===== src/hw/rtl/ctf_pkg.sv =====
`default_nettype none

package ctf_pkg;

  localparam int CORDIC_STEPS_DEF = 16;
  localparam int ANGLE_FRAC_DEF   = 6;

  localparam int DATA_W     = 16;
  localparam int CORDIC_XW  = 27;
  localparam int CORDIC_ZW  = 27;
  localparam int ATAN_LEN   = 24;
  localparam int ATAN_IDX_W = $clog2(ATAN_LEN);
  localparam int MUL_BW     = 17;
  localparam int SQRT_RW    = 24;
  localparam int SD_W       = 20;
  localparam int PROD_W     = 35;
  localparam int DIV_RW     = 20;
  localparam int SAT_W      = 32;

  localparam logic [DIV_RW:0]   GYRO_DIV   = 21'd1000000;
  localparam logic [DIV_RW-1:0] GYRO_BIAS  = 20'd500000;
  localparam logic [MUL_BW-1:0] WEIGHT_ONE = 17'h10000;

  localparam logic signed [CORDIC_ZW-1:0] DEG180_Q16 = 27'sd11796480;

  // configuration register indexes, byte address is 4 * index
  typedef enum logic [1:0] {
    REG_BLEND  = 2'd0,
    REG_PERIOD = 2'd1,
    REG_SENS   = 2'd2
  } reg_idx_t;

  localparam int REG_COUNT = 3;

  typedef struct packed {
    logic start;
    logic accum;
  } mul_ctl_t;

  // arctan(2^-i) in degrees * 2^16
  function automatic logic signed [CORDIC_ZW-1:0] atan_q16(input logic [ATAN_IDX_W-1:0] idx);
    logic signed [CORDIC_ZW-1:0] r;
    case (idx)
      0:  r = 27'sd2949120;
      1:  r = 27'sd1740967;
      2:  r = 27'sd919879;
      3:  r = 27'sd466945;
      4:  r = 27'sd234379;
      5:  r = 27'sd117304;
      6:  r = 27'sd58666;
      7:  r = 27'sd29335;
      8:  r = 27'sd14668;
      9:  r = 27'sd7334;
      10: r = 27'sd3667;
      11: r = 27'sd1833;
      12: r = 27'sd917;
      13: r = 27'sd458;
      14: r = 27'sd229;
      15: r = 27'sd115;
      16: r = 27'sd57;
      17: r = 27'sd29;
      18: r = 27'sd14;
      19: r = 27'sd7;
      20: r = 27'sd4;
      21: r = 27'sd2;
      22: r = 27'sd1;
      default: r = '0;
    endcase
    return r;
  endfunction

  function automatic logic signed [DATA_W-1:0] sat16(input logic signed [SAT_W-1:0] v);
    logic signed [DATA_W-1:0] r;
    if (v > 32'sd32767) begin
      r = 16'sh7fff;
    end else if (v < -32'sd32768) begin
      r = 16'sh8000;
    end else begin
      r = v[DATA_W-1:0];
    end
    return r;
  endfunction

endpackage

`default_nettype wire


===== src/hw/rtl/imu_complementary_tilt_filter.sv =====
`default_nettype none

// channel  | direction | handshake               | payload
// s_*      | in        | s_tvalid / s_tready     | accel_x, accel_y, accel_z, rate_x, rate_y
// m_*      | out       | m_tvalid / m_tready     | roll_angle, pitch_angle
// apb      | in        | psel & penable & pwrite | blend_weight, sample_period_ms,
//          |           |                         | gyro_mdps_per_lsb
//
// one item at a time: the first item after reset only seeds the stored angles (two
// squares, the 24-step root and two cordic runs); each later item runs nine passes of
// the 17-bit serial multiplier, the 24-step root, two cordic runs and two bit-serial
// divisions of the gyro term.
// s_tready is high only while idle; a result waiting on m_tready holds the block
// in its output state. rst clears stored angles and seed flag and resets registers to defaults.
module imu_complementary_tilt_filter import ctf_pkg::*; #(
  parameter int CORDIC_STEPS    = CORDIC_STEPS_DEF,
  parameter int ANGLE_FRAC_BITS = ANGLE_FRAC_DEF
) (
  input  wire logic        clk,
  input  wire logic        rst,
  input  wire logic        s_tvalid,
  output logic             s_tready,
  // accel_x, accel_y, accel_z, rate_x, rate_y
  input  wire logic [79:0] s_tdata,
  output logic             m_tvalid,
  input  wire logic        m_tready,
  // roll_angle, pitch_angle
  output logic [31:0]      m_tdata,
  input  wire logic        psel,
  input  wire logic        penable,
  input  wire logic        pwrite,
  input  wire logic [3:0]  paddr,
  input  wire logic [31:0] pwdata,
  output logic [31:0]      prdata,
  output logic             pready
);

  localparam int F  = ANGLE_FRAC_BITS;
  localparam int AW = CORDIC_ZW + F;
  localparam int QW = F + 32;
  localparam int NW = PROD_W + F + 16;
  localparam int GW = QW + 2;
  localparam int VW = GW + MUL_BW;
  localparam logic signed [VW-1:0] RND32 = VW'(64'd1 << 31);

  typedef enum logic [3:0] {
    S_IDLE,
    S_SQ_Y,
    S_SQ_Z,
    S_SQRT,
    S_CORD_R,
    S_CORD_P,
    S_SEED,
    S_SD,
    S_PROD,
    S_DIV,
    S_BL_G,
    S_BL_A,
    S_OUT
  } state_t;

  state_t state;
  logic   busy;
  logic   seeded;
  logic   axis;

  logic [15:0] blend_w;
  logic [9:0]  period;
  logic [9:0]  sens;

  logic signed [DATA_W-1:0] ax;
  logic signed [DATA_W-1:0] ay;
  logic signed [DATA_W-1:0] az;
  logic signed [DATA_W-1:0] gx;
  logic signed [DATA_W-1:0] gy;
  logic signed [DATA_W-1:0] roll_store;
  logic signed [DATA_W-1:0] pitch_store;
  logic signed [AW-1:0]     a_roll;
  logic signed [AW-1:0]     a_pitch;
  logic [SD_W-1:0]          sd;

  // unit hookup
  mul_ctl_t                    mul_ctl;
  logic signed [VW-1:0]        mul_a;
  logic [MUL_BW-1:0]           mul_b;
  logic signed [VW-1:0]        mul_prod;
  logic                        mul_done;
  logic                        sqrt_start;
  logic [SQRT_RW-1:0]          sqrt_root;
  logic                        sqrt_done;
  logic                        cord_start;
  logic signed [CORDIC_XW-1:0] cord_x;
  logic signed [CORDIC_XW-1:0] cord_y;
  logic signed [CORDIC_ZW-1:0] cord_z;
  logic                        cord_done;
  logic                        div_start;
  logic [NW-1:0]               div_n;
  logic [QW-1:0]               div_q;
  logic                        div_done;
  logic                        unit_start;

  logic [DATA_W-1:0]        ay_mag;
  logic [DATA_W-1:0]        az_mag;
  logic signed [DATA_W-1:0] g_sel;
  logic [DATA_W-1:0]        g_mag;
  logic signed [DATA_W-1:0] st_sel;
  logic signed [AW-1:0]     a_sel;
  logic signed [QW:0]       gterm;
  logic signed [GW-1:0]     gsum;
  logic signed [VW-1:0]     v_rnd;
  logic signed [VW-33:0]    v_top;
  logic signed [DATA_W-1:0] blend_val;
  logic signed [AW-1:0]     seed_r_sum;
  logic signed [AW-1:0]     seed_p_sum;
  logic signed [AW-17:0]    seed_r_top;
  logic signed [AW-17:0]    seed_p_top;
  logic signed [DATA_W-1:0] seed_roll;
  logic signed [DATA_W-1:0] seed_pitch;

  always_comb begin
    ay_mag = ay[DATA_W-1] ? DATA_W'(-ay) : DATA_W'(ay);
    az_mag = az[DATA_W-1] ? DATA_W'(-az) : DATA_W'(az);
    g_sel  = axis ? gy : gx;
    g_mag  = g_sel[DATA_W-1] ? DATA_W'(-g_sel) : DATA_W'(g_sel);
    st_sel = axis ? pitch_store : roll_store;
    a_sel  = axis ? a_pitch : a_roll;

    gterm = g_sel[DATA_W-1] ? -signed'({1'b0, div_q}) : signed'({1'b0, div_q});
    gsum  = (GW'(st_sel) <<< 16) + GW'(gterm);

    // blend result: round half up at bit 32, then clamp
    v_rnd     = mul_prod + RND32;
    v_top     = signed'(v_rnd[VW-1:32]);
    blend_val = sat16(SAT_W'(v_top));

    seed_r_sum = a_roll + AW'(32768);
    seed_p_sum = a_pitch + AW'(32768);
    seed_r_top = signed'(seed_r_sum[AW-1:16]);
    seed_p_top = signed'(seed_p_sum[AW-1:16]);
    seed_roll  = sat16(SAT_W'(seed_r_top));
    seed_pitch = sat16(SAT_W'(seed_p_top));
  end

  always_comb begin
    mul_ctl    = '0;
    mul_a      = '0;
    mul_b      = '0;
    sqrt_start = 1'b0;
    cord_start = 1'b0;
    cord_x     = '0;
    cord_y     = '0;
    div_start  = 1'b0;
    case (state)
      S_SQ_Y: begin
        mul_ctl.start = !busy;
        mul_a         = VW'(ay_mag);
        mul_b         = MUL_BW'(ay_mag);
      end
      S_SQ_Z: begin
        mul_ctl.start = !busy;
        mul_ctl.accum = 1'b1;
        mul_a         = VW'(az_mag);
        mul_b         = MUL_BW'(az_mag);
      end
      S_SQRT: begin
        sqrt_start = !busy;
      end
      S_CORD_R: begin
        cord_start = !busy;
        cord_x     = CORDIC_XW'(signed'({az, 8'h00}));
        cord_y     = CORDIC_XW'(signed'({ay, 8'h00}));
      end
      S_CORD_P: begin
        cord_start = !busy;
        cord_x     = CORDIC_XW'(signed'({1'b0, sqrt_root}));
        cord_y     = -CORDIC_XW'(signed'({ax, 8'h00}));
      end
      S_SD: begin
        mul_ctl.start = !busy;
        mul_a         = VW'(sens);
        mul_b         = MUL_BW'(period);
      end
      S_PROD: begin
        mul_ctl.start = !busy;
        mul_a         = VW'(sd);
        mul_b         = MUL_BW'(g_mag);
      end
      S_DIV: begin
        div_start = !busy;
      end
      S_BL_G: begin
        mul_ctl.start = !busy;
        mul_a         = VW'(gsum);
        mul_b         = MUL_BW'(blend_w);
      end
      S_BL_A: begin
        mul_ctl.start = !busy;
        mul_ctl.accum = 1'b1;
        mul_a         = VW'(a_sel);
        mul_b         = WEIGHT_ONE - MUL_BW'(blend_w);
      end
      default: begin
      end
    endcase
  end

  // radicand is (ay^2 + az^2) * 2^16; dividend is p * 2^(F+16) + 5e5
  assign div_n      = {mul_prod[PROD_W-1:0], (F + 16)'(GYRO_BIAS)};
  assign unit_start = mul_ctl.start | sqrt_start | cord_start | div_start;

  ctf_serial_mul #(.VW(VW)) u_mul (
    .clk    (clk),
    .rst    (rst),
    .ctl    (mul_ctl),
    .mcand  (mul_a),
    .mplier (mul_b),
    .prod   (mul_prod),
    .done   (mul_done)
  );

  ctf_sqrt u_sqrt (
    .clk      (clk),
    .rst      (rst),
    .start    (sqrt_start),
    .radicand ({mul_prod[31:0], 16'h0000}),
    .root     (sqrt_root),
    .done     (sqrt_done)
  );

  ctf_cordic #(.STEPS(CORDIC_STEPS)) u_cordic (
    .clk   (clk),
    .rst   (rst),
    .start (cord_start),
    .x_in  (cord_x),
    .y_in  (cord_y),
    .z_out (cord_z),
    .done  (cord_done)
  );

  ctf_divider #(.NW(NW), .QW(QW)) u_div (
    .clk      (clk),
    .rst      (rst),
    .start    (div_start),
    .dividend (div_n),
    .quotient (div_q),
    .done     (div_done)
  );

  assign s_tready = (state == S_IDLE);
  assign pready   = 1'b1;

  always_comb begin
    case (reg_idx_t'(paddr[3:2]))
      REG_BLEND:  prdata = {16'h0000, blend_w};
      REG_PERIOD: prdata = {22'h0, period};
      REG_SENS:   prdata = {22'h0, sens};
      default:    prdata = '0;
    endcase
  end

  always_ff @(posedge clk) begin
    if (rst) begin
      state       <= S_IDLE;
      busy        <= 1'b0;
      seeded      <= 1'b0;
      axis        <= 1'b0;
      roll_store  <= '0;
      pitch_store <= '0;
      m_tvalid    <= 1'b0;
      blend_w     <= 16'd64225;
      period      <= 10'd20;
      sens        <= 10'd70;
    end else begin
      if (psel && penable && pwrite) begin
        case (reg_idx_t'(paddr[3:2]))
          REG_BLEND:  blend_w <= pwdata[15:0];
          REG_PERIOD: period  <= pwdata[9:0];
          REG_SENS:   sens    <= pwdata[9:0];
          default: begin
          end
        endcase
      end

      if (m_tvalid && m_tready) begin
        m_tvalid <= 1'b0;
      end

      if (unit_start) begin
        busy <= 1'b1;
      end

      case (state)
        S_IDLE: begin
          if (s_tvalid) begin
            ax    <= signed'(s_tdata[15:0]);
            ay    <= signed'(s_tdata[31:16]);
            az    <= signed'(s_tdata[47:32]);
            gx    <= signed'(s_tdata[63:48]);
            gy    <= signed'(s_tdata[79:64]);
            axis  <= 1'b0;
            state <= S_SQ_Y;
          end
        end
        S_SQ_Y: begin
          if (mul_done) begin
            busy  <= 1'b0;
            state <= S_SQ_Z;
          end
        end
        S_SQ_Z: begin
          if (mul_done) begin
            busy  <= 1'b0;
            state <= S_SQRT;
          end
        end
        S_SQRT: begin
          if (sqrt_done) begin
            busy  <= 1'b0;
            state <= S_CORD_R;
          end
        end
        S_CORD_R: begin
          if (cord_done) begin
            busy   <= 1'b0;
            a_roll <= signed'({cord_z, {F{1'b0}}});
            state  <= S_CORD_P;
          end
        end
        S_CORD_P: begin
          if (cord_done) begin
            busy    <= 1'b0;
            a_pitch <= signed'({cord_z, {F{1'b0}}});
            state   <= seeded ? S_SD : S_SEED;
          end
        end
        S_SEED: begin
          roll_store  <= seed_roll;
          pitch_store <= seed_pitch;
          seeded      <= 1'b1;
          state       <= S_OUT;
        end
        S_SD: begin
          if (mul_done) begin
            busy  <= 1'b0;
            sd    <= mul_prod[SD_W-1:0];
            state <= S_PROD;
          end
        end
        S_PROD: begin
          if (mul_done) begin
            busy  <= 1'b0;
            state <= S_DIV;
          end
        end
        S_DIV: begin
          if (div_done) begin
            busy  <= 1'b0;
            state <= S_BL_G;
          end
        end
        S_BL_G: begin
          if (mul_done) begin
            busy  <= 1'b0;
            state <= S_BL_A;
          end
        end
        S_BL_A: begin
          if (mul_done) begin
            busy <= 1'b0;
            if (!axis) begin
              roll_store <= blend_val;
              axis       <= 1'b1;
              state      <= S_PROD;
            end else begin
              pitch_store <= blend_val;
              state       <= S_OUT;
            end
          end
        end
        S_OUT: begin
          if (!m_tvalid || m_tready) begin
            m_tvalid <= 1'b1;
            m_tdata  <= {pitch_store, roll_store};
            state    <= S_IDLE;
          end
        end
        default: begin
          state <= S_IDLE;
        end
      endcase
    end
  end

endmodule

`default_nettype wire


===== src/hw/rtl/ctf_serial_mul.sv =====
`default_nettype none

// shift-and-add multiplier, one multiplier bit per cycle, optional accumulate
module ctf_serial_mul import ctf_pkg::*; #(
  parameter int VW = ANGLE_FRAC_DEF + 51
) (
  input  wire logic                 clk,
  input  wire logic                 rst,
  input  wire mul_ctl_t             ctl,
  input  wire logic signed [VW-1:0] mcand,
  input  wire logic [MUL_BW-1:0]    mplier,
  output logic signed [VW-1:0]      prod,
  output logic                      done
);

  localparam int MCW = $clog2(MUL_BW);

  logic signed [VW-1:0] m;
  logic [MUL_BW-1:0]    b;
  logic [MCW-1:0]       cnt;
  logic                 busy;

  always_ff @(posedge clk) begin
    if (rst) begin
      busy <= 1'b0;
      done <= 1'b0;
    end else begin
      done <= 1'b0;
      if (ctl.start) begin
        prod <= ctl.accum ? prod : '0;
        m    <= mcand;
        b    <= mplier;
        cnt  <= '0;
        busy <= 1'b1;
      end else if (busy) begin
        if (b[0]) begin
          prod <= prod + m;
        end
        m   <= m <<< 1;
        b   <= b >> 1;
        cnt <= cnt + 1'b1;
        if (cnt == MCW'(MUL_BW - 1)) begin
          busy <= 1'b0;
          done <= 1'b1;
        end
      end
    end
  end

endmodule

`default_nettype wire


===== src/hw/rtl/ctf_sqrt.sv =====
`default_nettype none

// digit-by-digit integer square root, two radicand bits per cycle
module ctf_sqrt import ctf_pkg::*; (
  input  wire logic                   clk,
  input  wire logic                   rst,
  input  wire logic                   start,
  input  wire logic [2*SQRT_RW-1:0]   radicand,
  output logic [SQRT_RW-1:0]          root,
  output logic                        done
);

  localparam int SCW = $clog2(SQRT_RW);

  logic [2*SQRT_RW-1:0] rad;
  logic [SQRT_RW+1:0]   rem;
  logic [SCW-1:0]       cnt;
  logic                 busy;

  logic [SQRT_RW+3:0]   t;
  logic [SQRT_RW+3:0]   trial;
  logic [SQRT_RW+3:0]   diff;
  logic                 fits;

  always_comb begin
    t     = {rem, rad[2*SQRT_RW-1 -: 2]};
    trial = {2'b00, root, 2'b01};
    diff  = t - trial;
    fits  = (t >= trial);
  end

  always_ff @(posedge clk) begin
    if (rst) begin
      busy <= 1'b0;
      done <= 1'b0;
    end else begin
      done <= 1'b0;
      if (start) begin
        rad  <= radicand;
        rem  <= '0;
        root <= '0;
        cnt  <= '0;
        busy <= 1'b1;
      end else if (busy) begin
        if (fits) begin
          rem  <= diff[SQRT_RW+1:0];
          root <= {root[SQRT_RW-2:0], 1'b1};
        end else begin
          rem  <= t[SQRT_RW+1:0];
          root <= {root[SQRT_RW-2:0], 1'b0};
        end
        rad <= rad << 2;
        cnt <= cnt + 1'b1;
        if (cnt == SCW'(SQRT_RW - 1)) begin
          busy <= 1'b0;
          done <= 1'b1;
        end
      end
    end
  end

endmodule

`default_nettype wire


===== src/hw/rtl/ctf_cordic.sv =====
`default_nettype none

// vectoring cordic, one micro-rotation per cycle, angle in degrees * 2^16
module ctf_cordic import ctf_pkg::*; #(
  parameter int STEPS = CORDIC_STEPS_DEF
) (
  input  wire logic                        clk,
  input  wire logic                        rst,
  input  wire logic                        start,
  input  wire logic signed [CORDIC_XW-1:0] x_in,
  input  wire logic signed [CORDIC_XW-1:0] y_in,
  output logic signed [CORDIC_ZW-1:0]      z_out,
  output logic                             done
);

  logic signed [CORDIC_XW-1:0] x;
  logic signed [CORDIC_XW-1:0] y;
  logic [ATAN_IDX_W-1:0]       i;
  logic                        busy;

  logic signed [CORDIC_XW-1:0] dx;
  logic signed [CORDIC_XW-1:0] dy;
  logic signed [CORDIC_ZW-1:0] step_angle;

  always_comb begin
    dx         = x >>> i;
    dy         = y >>> i;
    step_angle = atan_q16(i);
  end

  always_ff @(posedge clk) begin
    if (rst) begin
      busy <= 1'b0;
      done <= 1'b0;
    end else begin
      done <= 1'b0;
      if (start) begin
        i <= '0;
        if (x_in == '0 && y_in == '0) begin
          z_out <= '0;
          done  <= 1'b1;
        end else begin
          busy <= 1'b1;
          // left half-plane: turn the vector by 180 degrees first
          if (x_in < 0) begin
            x     <= -x_in;
            y     <= -y_in;
            z_out <= (y_in >= 0) ? DEG180_Q16 : -DEG180_Q16;
          end else begin
            x     <= x_in;
            y     <= y_in;
            z_out <= '0;
          end
        end
      end else if (busy) begin
        if (y >= 0) begin
          x     <= x + dy;
          y     <= y - dx;
          z_out <= z_out + step_angle;
        end else begin
          x     <= x - dy;
          y     <= y + dx;
          z_out <= z_out - step_angle;
        end
        i <= i + 1'b1;
        if (i == ATAN_IDX_W'(STEPS - 1)) begin
          busy <= 1'b0;
          done <= 1'b1;
        end
      end
    end
  end

endmodule

`default_nettype wire


===== src/hw/rtl/ctf_divider.sv =====
`default_nettype none

// restoring division by the fixed 1e6 scale, one quotient bit per cycle
module ctf_divider import ctf_pkg::*; #(
  parameter int NW = PROD_W + ANGLE_FRAC_DEF + 16,
  parameter int QW = ANGLE_FRAC_DEF + 32
) (
  input  wire logic          clk,
  input  wire logic          rst,
  input  wire logic          start,
  input  wire logic [NW-1:0] dividend,
  output logic [QW-1:0]      quotient,
  output logic               done
);

  localparam int CW = $clog2(NW);

  logic [NW-1:0]     n;
  logic [DIV_RW-1:0] rem;
  logic [CW-1:0]     cnt;
  logic              busy;

  logic [DIV_RW:0]   t;
  logic [DIV_RW:0]   diff;
  logic              fits;

  always_comb begin
    t    = {rem, n[NW-1]};
    diff = t - GYRO_DIV;
    fits = (t >= GYRO_DIV);
  end

  always_ff @(posedge clk) begin
    if (rst) begin
      busy <= 1'b0;
      done <= 1'b0;
    end else begin
      done <= 1'b0;
      if (start) begin
        n        <= dividend;
        rem      <= '0;
        quotient <= '0;
        cnt      <= '0;
        busy     <= 1'b1;
      end else if (busy) begin
        rem      <= fits ? diff[DIV_RW-1:0] : t[DIV_RW-1:0];
        quotient <= {quotient[QW-2:0], fits};
        n        <= n << 1;
        cnt      <= cnt + 1'b1;
        if (cnt == CW'(NW - 1)) begin
          busy <= 1'b0;
          done <= 1'b1;
        end
      end
    end
  end

endmodule

`default_nettype wire


===== config.mk =====
export PLATFORM = sky130hd
export DESIGN_NAME = imu_complementary_tilt_filter
export DESIGN_NICKNAME = d
export VERILOG_FILES = /design/src/hw/rtl/ctf_pkg.sv /design/src/hw/rtl/imu_complementary_tilt_filter.sv /design/src/hw/rtl/ctf_serial_mul.sv /design/src/hw/rtl/ctf_sqrt.sv /design/src/hw/rtl/ctf_cordic.sv /design/src/hw/rtl/ctf_divider.sv
export SDC_FILE = /design/constraint.sdc
export NUM_CORES = 2
export LEC_CHECK = 0
export ABC_AREA = 1
export BUFFER_PORTS_ARGS = -buffer_cell sky130_fd_sc_hd__buf_2
export CAP_MARGIN = 5
export CORE_MARGIN = 2
export CORE_UTILIZATION = 35
export CTS_CLUSTER_SIZE = 25
export DETAILED_ROUTE_END_ITERATION = 6
export PLACE_DENSITY = 0.5
export SKIP_CTS_REPAIR_TIMING = 1
export SLEW_MARGIN = 20
export SYNTH_ARGS = -nofsm -noshare
export SYNTH_HDL_FRONTEND = slang
export SYNTH_HIERARCHICAL = 1
export SYNTH_SLANG_ARGS = --single-unit
export TNS_END_PERCENT = 30

===== constraint.sdc =====
create_clock -name clk -period 25 [get_ports clk]
set_clock_uncertainty 0.2 [all_clocks]
set_input_delay 3.75 -clock clk [delete_from_list [all_inputs] [get_ports clk]]
set_output_delay 3.75 -clock clk [all_outputs]
set_load 0.05 [all_outputs]

==> results.md <==
| Quantity | Reported |
| --- | --- |
| Tcrit/Tclk final | 35.96% |
| Dominant cell type by area after synthesis | edfxtp_1 |
| Bufs and invs on worst path | 4 |
| Area used by multi-input combinational logic | 0.02844 mm^2 |
| First-pass iteration count of the detailed router | 7 |
| Delay of the slowest critical-path stage | 450 ps |
| Crit Reg-Reg Endpoint | u_cordic/x[23] |
| Highest net fanout along the worst path | 8 |
| Count of unique library cells instantiated by Yosys | 77 |
| Leakage dissipation | 0.02708 uW |
| Start point of the critical path | paddr[3] |
| Critical path capture point type | output port |
| GRT Resource Usage Total | 22.91% |
| Final HPWL from detailed placement | 142200 um |
| Global-route wire length before repair | 278500 um |
| Highest achievable clock rate | 111.2 MHz |
| Post-synth design cell area | 0.05395 mm^2 |
| Portion of the post-synthesis area used by sequential elements | 39.11% |
| Total power of the final layout | 6528 uW |
| Proportion of synthesized area in mux cells | 0.03711% |
| Adder-cell area share of the yosys netlist | 5.241% |
| Finished Layout Cells | 9785 |
| Worst hold-check slack | 267.2 ps |
| Remaining design rule violation count | 2 |
| Internal power component | 3536 uW |
| R2r setup slk | 18460 ps |
| Gate count of the mapped netlist | 7528 |
| Average size of a mapped cell | 7.167 um^2 |
| Run status | finished with violations |
| Number of synthesized flops with an enable pin | 632 |
| Clk network pwr share | 21.7% |
| Final critical-path required period | 8990 ps |
| HP Start | seeded |
| Cell area after layout | 0.06012 mm^2 |
| Max IR drop VDD | 62.60 uV |
| Net switching power figure | 2992 uW |
| Weighted congestion reported at the end of routability-driven placement | 0.9468 |
| Total Negative Setup Slacks | 0 ps |
| Cell area after placement | 0.05693 mm^2 |
| Failing checks | DRC |
| Layout Area Growth over Synthesis | 11.44% |
| Average routed wire per standard cell | 18.80 um |
| RSZ-0062 raised after global routing | false |
| Critical Path AT | 5040 ps |
| Remaining Overflow, GRT | 0 |
| CTS Root Cell | clkbuf_16 |
| Most used flip-flop cell after synthesis | edfxtp_1 |
| Row Count | 144 |
| Critical path data required time | 21050 ps |
| Vertical die dimension | 396.6 um |
| Number of placed cells counting well taps | 9615 |
| Area fraction in and, or, nand and nor cells after synthesis | 32.17% |
| Worst setup path category | in -> out |
| Final Max Slew Viols | 0 |
| Hold/Removal Path Class | reg -> reg |
| Worst path cell trace | buf_2 > inv_1 > nor2_1 > inv_1 > o211ai_1 > buf_2 |
| Relative max-transition margin | 16.73% |
| Number of cells on the worst reg-to-reg path | 27 |
| Die width | 396.6 um |
| Maximum number of pins on one net before global-route repair | 107 |
| Maximum Capacitance Violations | 0 |
| Leading cell types by total area after synthesis | edfxtp_1 35%, nand2_1 17%, inv_1 6.4% |
| Number of DRC violations after detailed-routing iteration 0 | 3955 |
| Fraction of power spent switching nets | 45.84% |
| Post-route antenna net violation count | 0 |
| Start of the worst register-to-register path | u_cordic/i[1] |
| Count of endpoints failing hold in the final timing report | 0 |
| Share of synthesized registers carrying an async set or reset | 0% |
| P per Cell Area | 108.6 mW/mm^2 |
| Critical Path Slowest Stage Cell | nor2_1 |
| CTS clock-pin slew for the worst setup and hold paths | 60 ps |
| Number of synthesis warnings | 6 |
| Number of buffers between clock root and the deepest sink | 3 |
| Top library cells by usage in the layout, fill and taps aside | 2392 x nand2_1, 917 x inv_1, 691 x nor2_1 |
| Combinational group share of total power | 48.4% |
| Combined flip-flop and latch cell area | 0.02110 mm^2 |
| Total Nets Final | 8009 |
| Core Area | 0.1535 mm^2 |
| Tightest Pin Transition | 1236 ps |
| Xor and xnor area share after synthesis | 2.433% |
| Most common library cell in the layout ignoring fill and taps | nand2_1 |
| Final routed wirelength across all metal layers | 183900 um |
| Clock Latency Late Sink | 710 ps |
| Worst hold stages | 2 |
| Dominant combinational cell family by area after synthesis | simple AND/OR/NAND/NOR gates |
| Via count of the first global-routing pass | 45750 |
| TritonCTS sink count | 738 |
| Number of ports placed on the die boundary | 190 |
| Port Buf Inserts | 154 |
| Die Outline Area | 0.1573 mm^2 |
| Type of element launching the critical path | input pin |
| H-tree depth reported by CTS | 3 |
| CTS Buf Count | 90 |
| Critical path's top delay family | buffers and inverters |
| Via-to-Cell Ratio | 5.007 |
| Vias after detailed routing | 48990 |
| Compound-Gate Fraction of Synth Area | 11.99% |
| Proportion of netlist area held by the largest area contributor | 35.18% |
| Final setup viols | 0 |
| Number of register bits inferred by synthesis | 738 |
| CTS tree | done |
| Share of post-route cells with drive strength above 1 | 9.302% |
| Initial antenna violation count | 0 |
| Number of filler cells placed in the layout | 16310 |
| Initial standard-cell utilization of the core | 35.15% |
| Endpoint, Worst Hold | seeded |
| Part of the power in registers | 29.8% |
## registers in the layout, indices dropped and copies added (netlist names), 17 cells and up
register and cells:
u_div/n 57, u_mul/m 57, u_mul/prod 57, u_sqrt/rad 48, u_div/quotient 38, m_tdata 32
a_pitch 27, a_roll 27, u_cordic/x 27, u_cordic/y 27, u_cordic/z_out 27, u_sqrt/rem 26
u_sqrt/root 24, u_cordic/step_angle 22, sd 20, u_div/rem 20, u_mul/b 17
## how the worst max path moves through the flow
stage,to,slack [ps],depth (start not counted)
3_3_place_gp,prdata[5],16010,5
4_1_cts,prdata[3],16000,5
6_report,prdata[3],16010,6
3_5_place_dp,prdata[3],16000,5
5_1_grt,prdata[3],15870,6
2_1_floorplan,u_div/cnt[0],14530,1
## routing by layer
metal	routed length, um	up-vias	part of all wire (%)	track usage (%)
met3	7697	232	4.2	2.345
met4	6439	0	3.5	7.550
met2	88120	1194	48	39.07
met1	81690	22650	44	30.28
met5	0	-	0	0
li1	-	24920	-	-
## cell families (layout without fill, tap and decap cells)
logic type | after synthesis | count (layout)
XOR/XNOR | 149 | 149
AO/OA/AOI/OAI | 1131 | 1131
buffers and inverters | 1217 | 1349
flip-flops | 738 | 738
other | 2 | 83
AND/OR/NAND/NOR | 4066 | 4066
multiplexers | 2 | 2
adder cells (fa/ha/maj) | 223 | 223
## area by class of cell
| cell class | count | area share [%] |
|---|---|---|
| Multi-Input combinational cell | 5653 | 47.30 |
| Clock buffer | 119 | 4.306 |
| Inverter | 974 | 6.092 |
| Clock inverter | 50 | 0.9927 |
| Sequential cell | 738 | 35.10 |
| Antenna cell | 1 | 0.004162 |
| Timing Repair Buffer | 206 | 1.952 |
| Tap cell | 2044 | 4.254 |
## stage by stage
stage | utilization (%) | setup slack (ps)
floorplan | - | 14530
global placement | 37.09 | 16010
detailed placement | 37.09 | 16000
CTS | 39.16 | 16000
global route | 39.16 | 15870
finish | 39.16 | 16010
## worst register-to-register path: stages (launching register included)
cell and delay (ps):
edfxtp_1 330, buf_4 520, clkinv_2 900, nand2_1 370, nand2_1 80, nand2_1 90
nand3_1 100, nand2_1 180, nor2_1 90, a31oi_4 230, ha_1 250, nand3_1 90
nor2_1 90, nand2_1 100, o21ai_0 200, xor2_1 180, inv_1 60, ha_1 360
a21oi_1 160, o21ai_0 90, a21oi_1 500, o21ai_0 270, a21oi_1 340, o21bai_1 150
nand2_1 100, nand3b_1 70, nand3_1 120, nand2_1 60
## power by group through the flow
stage                     Clock [uW]  Combinational [uW]  Sequential, uW
final                           1420                3160            1950
after global routing            1500                3580            1970
after detailed placement           0                3130            1980
after global placement             0                3120            1980
after floorplan                    0                2310            1870
after CTS                       1450                3150            1960
## synthesized netlist by cell type (44+ instances only)
cell type  instances
nand3_2           44
xnor2_1           53
nor2_1           698
inv_1            921
ha_1             218
nor3_1            96
dfxtp_1          106
clkbuf_1         136
nand4_1           49
xor2_1            95
nand2_1         2393
edfxtp_1         632
o21ai_0          398
nor2_2            81
nand2_2           62
a21oi_1          419
nand3_1          516
Power figures use the tool's default switching activity.
